File: src/sv/gbfs_pkg.sv
// Shared types, constants and register codes for the grid BFS block.
package gbfs_pkg;

  localparam int unsigned GridMaxDef = 8;
  localparam int unsigned RoomW      = 9;
  localparam int unsigned LenW       = 9;
  localparam logic [LenW-1:0] LenMax = '1;

  // Register codes (word index on the config port)
  localparam logic [1:0] RegGridEdge = 2'd0;
  localparam logic [1:0] RegStart    = 2'd1;
  localparam logic [1:0] RegExit     = 2'd2;

  // Input operations
  localparam logic OpLoad  = 1'b0;
  localparam logic OpSolve = 1'b1;

  typedef struct packed {
    logic             operation;
    logic [RoomW-1:0] room_index;
    logic             room_present;
    logic [5:0]       door_mask;
  } in_beat_t;

  typedef struct packed {
    logic            found;
    logic [LenW-1:0] path_length;
  } out_beat_t;

endpackage

File: src/sv/gbfs_store.sv
// Room word store: one 7-bit word (present bit and door mask) per cell.
module gbfs_store #(
  parameter int unsigned GridMax = gbfs_pkg::GridMaxDef,
  parameter int unsigned AddrW   = $clog2(GridMax*GridMax*GridMax)
) (
  input  logic             clk_i,
  input  logic             we_i,
  input  logic [AddrW-1:0] waddr_i,
  input  logic [6:0]       wdata_i,
  input  logic [AddrW-1:0] raddr_i,
  output logic [6:0]       rdata_o
);
  import gbfs_pkg::*;
  localparam int unsigned Cells = GridMax*GridMax*GridMax;

  logic [6:0] mem_q [Cells];

  // one write port, one registered read port
  always_ff @(posedge clk_i) begin
    if (we_i) begin
      mem_q[waddr_i] <= wdata_i;
    end
    rdata_o <= mem_q[raddr_i];
  end
endmodule

File: config.mk
export PLATFORM = sky130hd
export DESIGN_NAME = gbfs_store
export DESIGN_NICKNAME = d
export VERILOG_FILES = /design/src/sv/gbfs_pkg.sv /design/src/sv/gbfs_store.sv
export SDC_FILE = /design/constraint.sdc
export NUM_CORES = 2
export LEC_CHECK = 0
export ABC_CLOCK_PERIOD_IN_PS = 4460
export CAP_MARGIN = 20
export CORE_MARGIN = 4
export CORE_UTILIZATION = 31
export CTS_CLUSTER_SIZE = 8
export DETAILED_ROUTE_END_ITERATION = 6
export DONT_BUFFER_PORTS = 1
export GPL_TIMING_DRIVEN = 0
export MAX_ROUTING_LAYER = met4
export PLACE_DENSITY = 0.52
export SETUP_SLACK_MARGIN = 0.05
export SYNTH_ARGS = -nofsm -noshare
export SYNTH_HDL_FRONTEND = slang
export SYNTH_SLANG_ARGS = --single-unit
File: constraint.sdc
create_clock -name clk_i -period 4.46 [get_ports clk_i]
set_clock_uncertainty 0.15 [all_clocks]
set_input_delay 0.223 -clock clk_i [delete_from_list [all_inputs] [get_ports clk_i]]
set_output_delay 0.223 -clock clk_i [all_outputs]
set_load 0.02 [all_outputs]
==> Word-level counts from Yosys, hierarchy flattened <==
Memories as Yosys holds them, arrays and structs flattened. A register that Yosys moved wholly into a read port is not among the register bits.
Index checks and enable logic that the tools add are counted.
{ "totals": {"reg_bits": 0, "mem_count": 1, "mem_bits_rw": 3584, "elab_cells": 3, "inputBits": 27} }
{ "mem_list": {"columns": ["name", "depth", "word_bits", "read_ports", "rd_clocked_by_memory_dff", "wr", "line", "source"], "rows": [
  ["mem_q", 512, 7, 1, 1, 1, "gbfs_store.sv:16", "logic [6:0] mem_q [Cells];"]
]} }
{ "op_classes": {"mux": 2} }
{ "op_table": {"columns": ["operator", "n"], "rows": [
  ["2-to-1 mux 1 bit", 2]
]} }

==> Depth between registers and ports, before layout <==
{ "logic_depth": {"ltp_word": 2, "mapped_depth": 14, "mapped_depth_nobuf": 7} }

==> Worst setup path before layout <==
OpenSTA, ideal clock, no wires.
{ "synth_path": {"kind": "input-to-reg", "start": "in raddr_i[0]", "end": "reg rdata_o[1], read port of mem_q", "slack_ps": 2042, "arrival_time_ps": 2181, "t_required_ps": 4223, "setup_time_ps": 87, "cell_stages": 11, "path_cell_list": "buf_6 buf_12 buf_12 buf_12 mux2i_1 o221ai_2 nor3_1 or4_4 nor4_2 nand3b_1 nor4b_2"} }
{ "synth_lines": {"columns": ["item", "line", "source"], "rows": [
  ["start: declaration", "gbfs_store.sv:10", "input logic [AddrW-1:0] raddr_i,"],
  ["end: declaration", "gbfs_store.sv:11", "output logic [6:0] rdata_o"]
]} }

==> metrics <==
met2 track utilization from global routing 0.3954; crit-path cells buf_2 -> buf_2 -> buf_2 -> clkbuf_2 -> nand2_1 -> a2111oi_0 -> nand4_1 -> nand4_1 -> nor3b_2; Die W 683.2 µm; largest net degree at the start of global routing roughly 510; sequential-to-total area share from yosys stat 0.7625; TritonCTS clock tree yes; ys flop type edfxtp_1; number of gates on the worst path with buffers counted 9; Worst setup SP type input port; max-capacitance violation count 0; Detailed Place HPWL about 440000 µm; Crit. End Element flip-flop; gpl congestion 1.033; initial drt markers 16332; average wire per standard cell 46.97 µm; post-layout net count approximately 7800; r2r worst-path depth 7; RR Endpoint rdata_o[0]$_DFF_P_; Buf/Inv on CP 4; die area between 400000 and 500000 µm²; grt met1 use 0.3455; violations in the final reports design-rule violations, negative hold slack, max-slew violations, negative setup slack; Chip Height roughly 700 µm; final worst hold slack -0.5743 ns; Syn-to-layout area delta 17.32%; post-route setup slack -0.3261 ns; worst slew margin relative to its limit -0.8737; clock insertion delay at the later pin of the skew report about 1.1 ns; clk root buf clkbuf_16; critical path's largest stage delay 0.85 ns; vias in the first global route roughly 80000; number of flops mapped to enable cells by yosys 3584; routed wire length 654300 µm; startpoint of the most critical setup path raddr_i[2]; async set-reset flop share out of synthesis 0; first drt pass iteration count 7; cell count after synthesis 7154; Most common cell on crit path buf_2; total congestion overflow after global routing 0; Arrival @ worst endpoint 5.49 ns; reg2reg start mem_q[31][0]$_DFFE_PP_; number of different library cells in the post-synthesis netlist 73; final core area utilization 0.3657; Synth Warn # 0; CTS sink count between 3000 and 4000; outcome complete, but fails checks; Max Freq about 0.21 GHz; net count after synthesis 7181; total power divided by cell area 472.4 nW/µm²; cell with the largest stage delay on the worst path clkbuf_2; per-instance average area after synthesis 19.75 µm²; crit path capture rdata_o[0]$_DFF_P_; Avg Vias per Cell 6.127; P_leak 52.28 nW; layout cell share with drive strength beyond 1 0.2120; area occupied by registers approximately 110000 µm²; number of antenna violations at the first check in global routing 87; overall via count from detail_route 85353; starting density of the core 0.3117; Clock transition at path regs 0.05 ns; fin crit period between 4 and 5 ns; standard-cell row count 247; fill count around 41000; placed standard-cell area between 150000 and 200000 µm²; wire length of the first global-routing pass 824500 µm; FF-to-FF setup slack 0.57 ns; Total Power Consumption 78.32 mW; category of the most critical setup path input port to flip-flop; final slew viol count between 800 and 900; Boundary Pins 34; slew at the pin with the worst max-slew slack 2.810 ns; global-route track usage on met3 0.08969; multi-input gate area in the final layout 30690 µm²; maximum clock path buffer count 4; Setup Viol. Count Final 6; summed instance area of the synthesized netlist approximately 140000 µm²; number of hold-slack violations in the final timing report roughly 270; final cycle utilization of the critical path 1.073; RSZ-0062 raised after global routing true; final instance area 165800 µm²; area inside the core boundary 453400 µm²; number of port buffers 0; family with the most delay on the worst path buffers and inverters; required time at the endpoint of the critical path 5.17 ns; busiest layer in global routing met2; total routing usage reported by global routing 0.2788; Seq cells post-synth 3591; Post-route DRC 2; Max H-tree Level 6; Inserted Clock Buffers 520; worst vdd ir 0.0003900 V; Tightest Hold Check Type input port to flip-flop; largest fanout on the critical path 10; number of nets still failing antenna checks after routing 0
[layer usage]
metal | share of wire | wire length [µm]
met5 | 0 | 0
met4 | 0.074 | 48600
met3 | 0.13 | 82590
met2 | 0.43 | 282400
met1 | 0.37 | 240600
[worst min-delay path by stage]
stage / from / to / slack, ns / depth (start not counted)
6_report: wdata_i[5] / mem_q[22][5]$_DFFE_PP_ / -0.57 / 0
5_1_grt: wdata_i[5] / mem_q[22][5]$_DFFE_PP_ / -0.65 / 0
4_1_cts: wdata_i[3] / mem_q[6][3]$_DFFE_PP_ / -0.58 / 0
3_5_place_dp: rdata_o[1]$_DFF_P_ / rdata_o[1] / 0.42 / 0
3_3_place_gp: rdata_o[6]$_DFF_P_ / rdata_o[6] / 0.42 / 0
2_1_floorplan: wdata_i[0] / mem_q[0][0]$_DFFE_PP_ / 0.17 / 0
[flip-flops by register name, indices dropped and copies added (netlist names)]
signal / count
rdata_o: 7
mem_q: 3584
[where the power goes]
| part | internal (mW) | switching [mW] | leakage (nW) | total, mW |
|---|---|---|---|---|
| registers | 37.3 | 0.0391 | 32.3 | 37.3 |
| logic | 1.24 | 3.88 | 13.1 | 5.12 |
| clock network | 21.1 | 14.8 | 6.91 | 35.9 |
[timing repair]
item	CTS	global route
pin swaps	2	2
hold endpoints to repair	4500	1962
resized for setup	58	15
buffers inserted	0	0
endpoints found under the setup margin	7	4
hold buffers	16	11
cloned	0	0
[logic make-up after synthesis]
family	after synthesis	share of synthesized area
AO/OA/AOI/OAI	779	0.03878
buffers and inverters	459	0.02132
flip-flops	3591	0.7625
multiplexers	1264	0.1438
AND/OR/NAND/NOR	1061	0.03354
[cells in the final DEF, fill, tap and decap left out, drive strengths merged, types with 43 or more instances in the layout]
| cell type | n |
|---|---|
| buf | 349 |
| nor3 | 124 |
| o22ai | 213 |
| nand2 | 140 |
| clkbuf | 758 |
| mux2i | 643 |
| nor2 | 584 |
| diode | 71 |
| edfxtp | 3584 |
| nand3 | 43 |
| a21oi | 97 |
| o21ai | 96 |
| mux4 | 598 |
| o221ai | 196 |
[cell usage after synthesis, types with 16 or more instances]
library cell     n  area share
buf_6           79      0.0063
a2111oi_0       28      0.0017
edfxtp_1      3584        0.76
mux4_2         554       0.088
nand2b_1        17     0.00075
buf_1           34     0.00090
nand4_1         35      0.0015
nand2_1        139      0.0037
a22oi_1         20      0.0011
nor2_1         584       0.016
a21oi_1         97      0.0034
nor4_1          40      0.0018
a31oi_1         16     0.00071
mux2_2          23      0.0018
mux4_1          44      0.0082
o221ai_1       195       0.012
buf_4           32      0.0017
o21ai_0         95      0.0034
buf_8           20      0.0021
buf_2           73      0.0026
nor3_1         124      0.0044
nand3_1         43      0.0015
mux2i_1        643       0.046
o22ai_1        213      0.0094
o31ai_1         24      0.0013
clkbuf_1       196      0.0052
[per-stage QoR]
step / setup TNS [ns] / cells / setup slack [ns]
6_report: -1.369 / 13930 / -0.3261
3_3_place_gp: -876.74 / 13130 / -3.965
2_1_floorplan: 0 / 7154 / 2.042
5_1_grt: 0 / 13901 / 0.03013
4_1_cts: 0 / 13836 / 0.04115
3_5_place_dp: -13.01 / 13222 / -2.518
[cell type report]
| type | count | area share |
|---|---|---|
| clock inverter | 53 | 0.005343 |
| timing repair buffer | 132 | 0.01355 |
| inverter | 5 | 0.0001132 |
| multi-input combinational | 3104 | 0.1851 |
| tap | 5976 | 0.04510 |
| buffer | 452 | 0.01966 |
| clock buffer | 546 | 0.08010 |
| sequential | 3591 | 0.6500 |
| antenna | 71 | 0.001072 |
(Power assumes the default switching activity.)
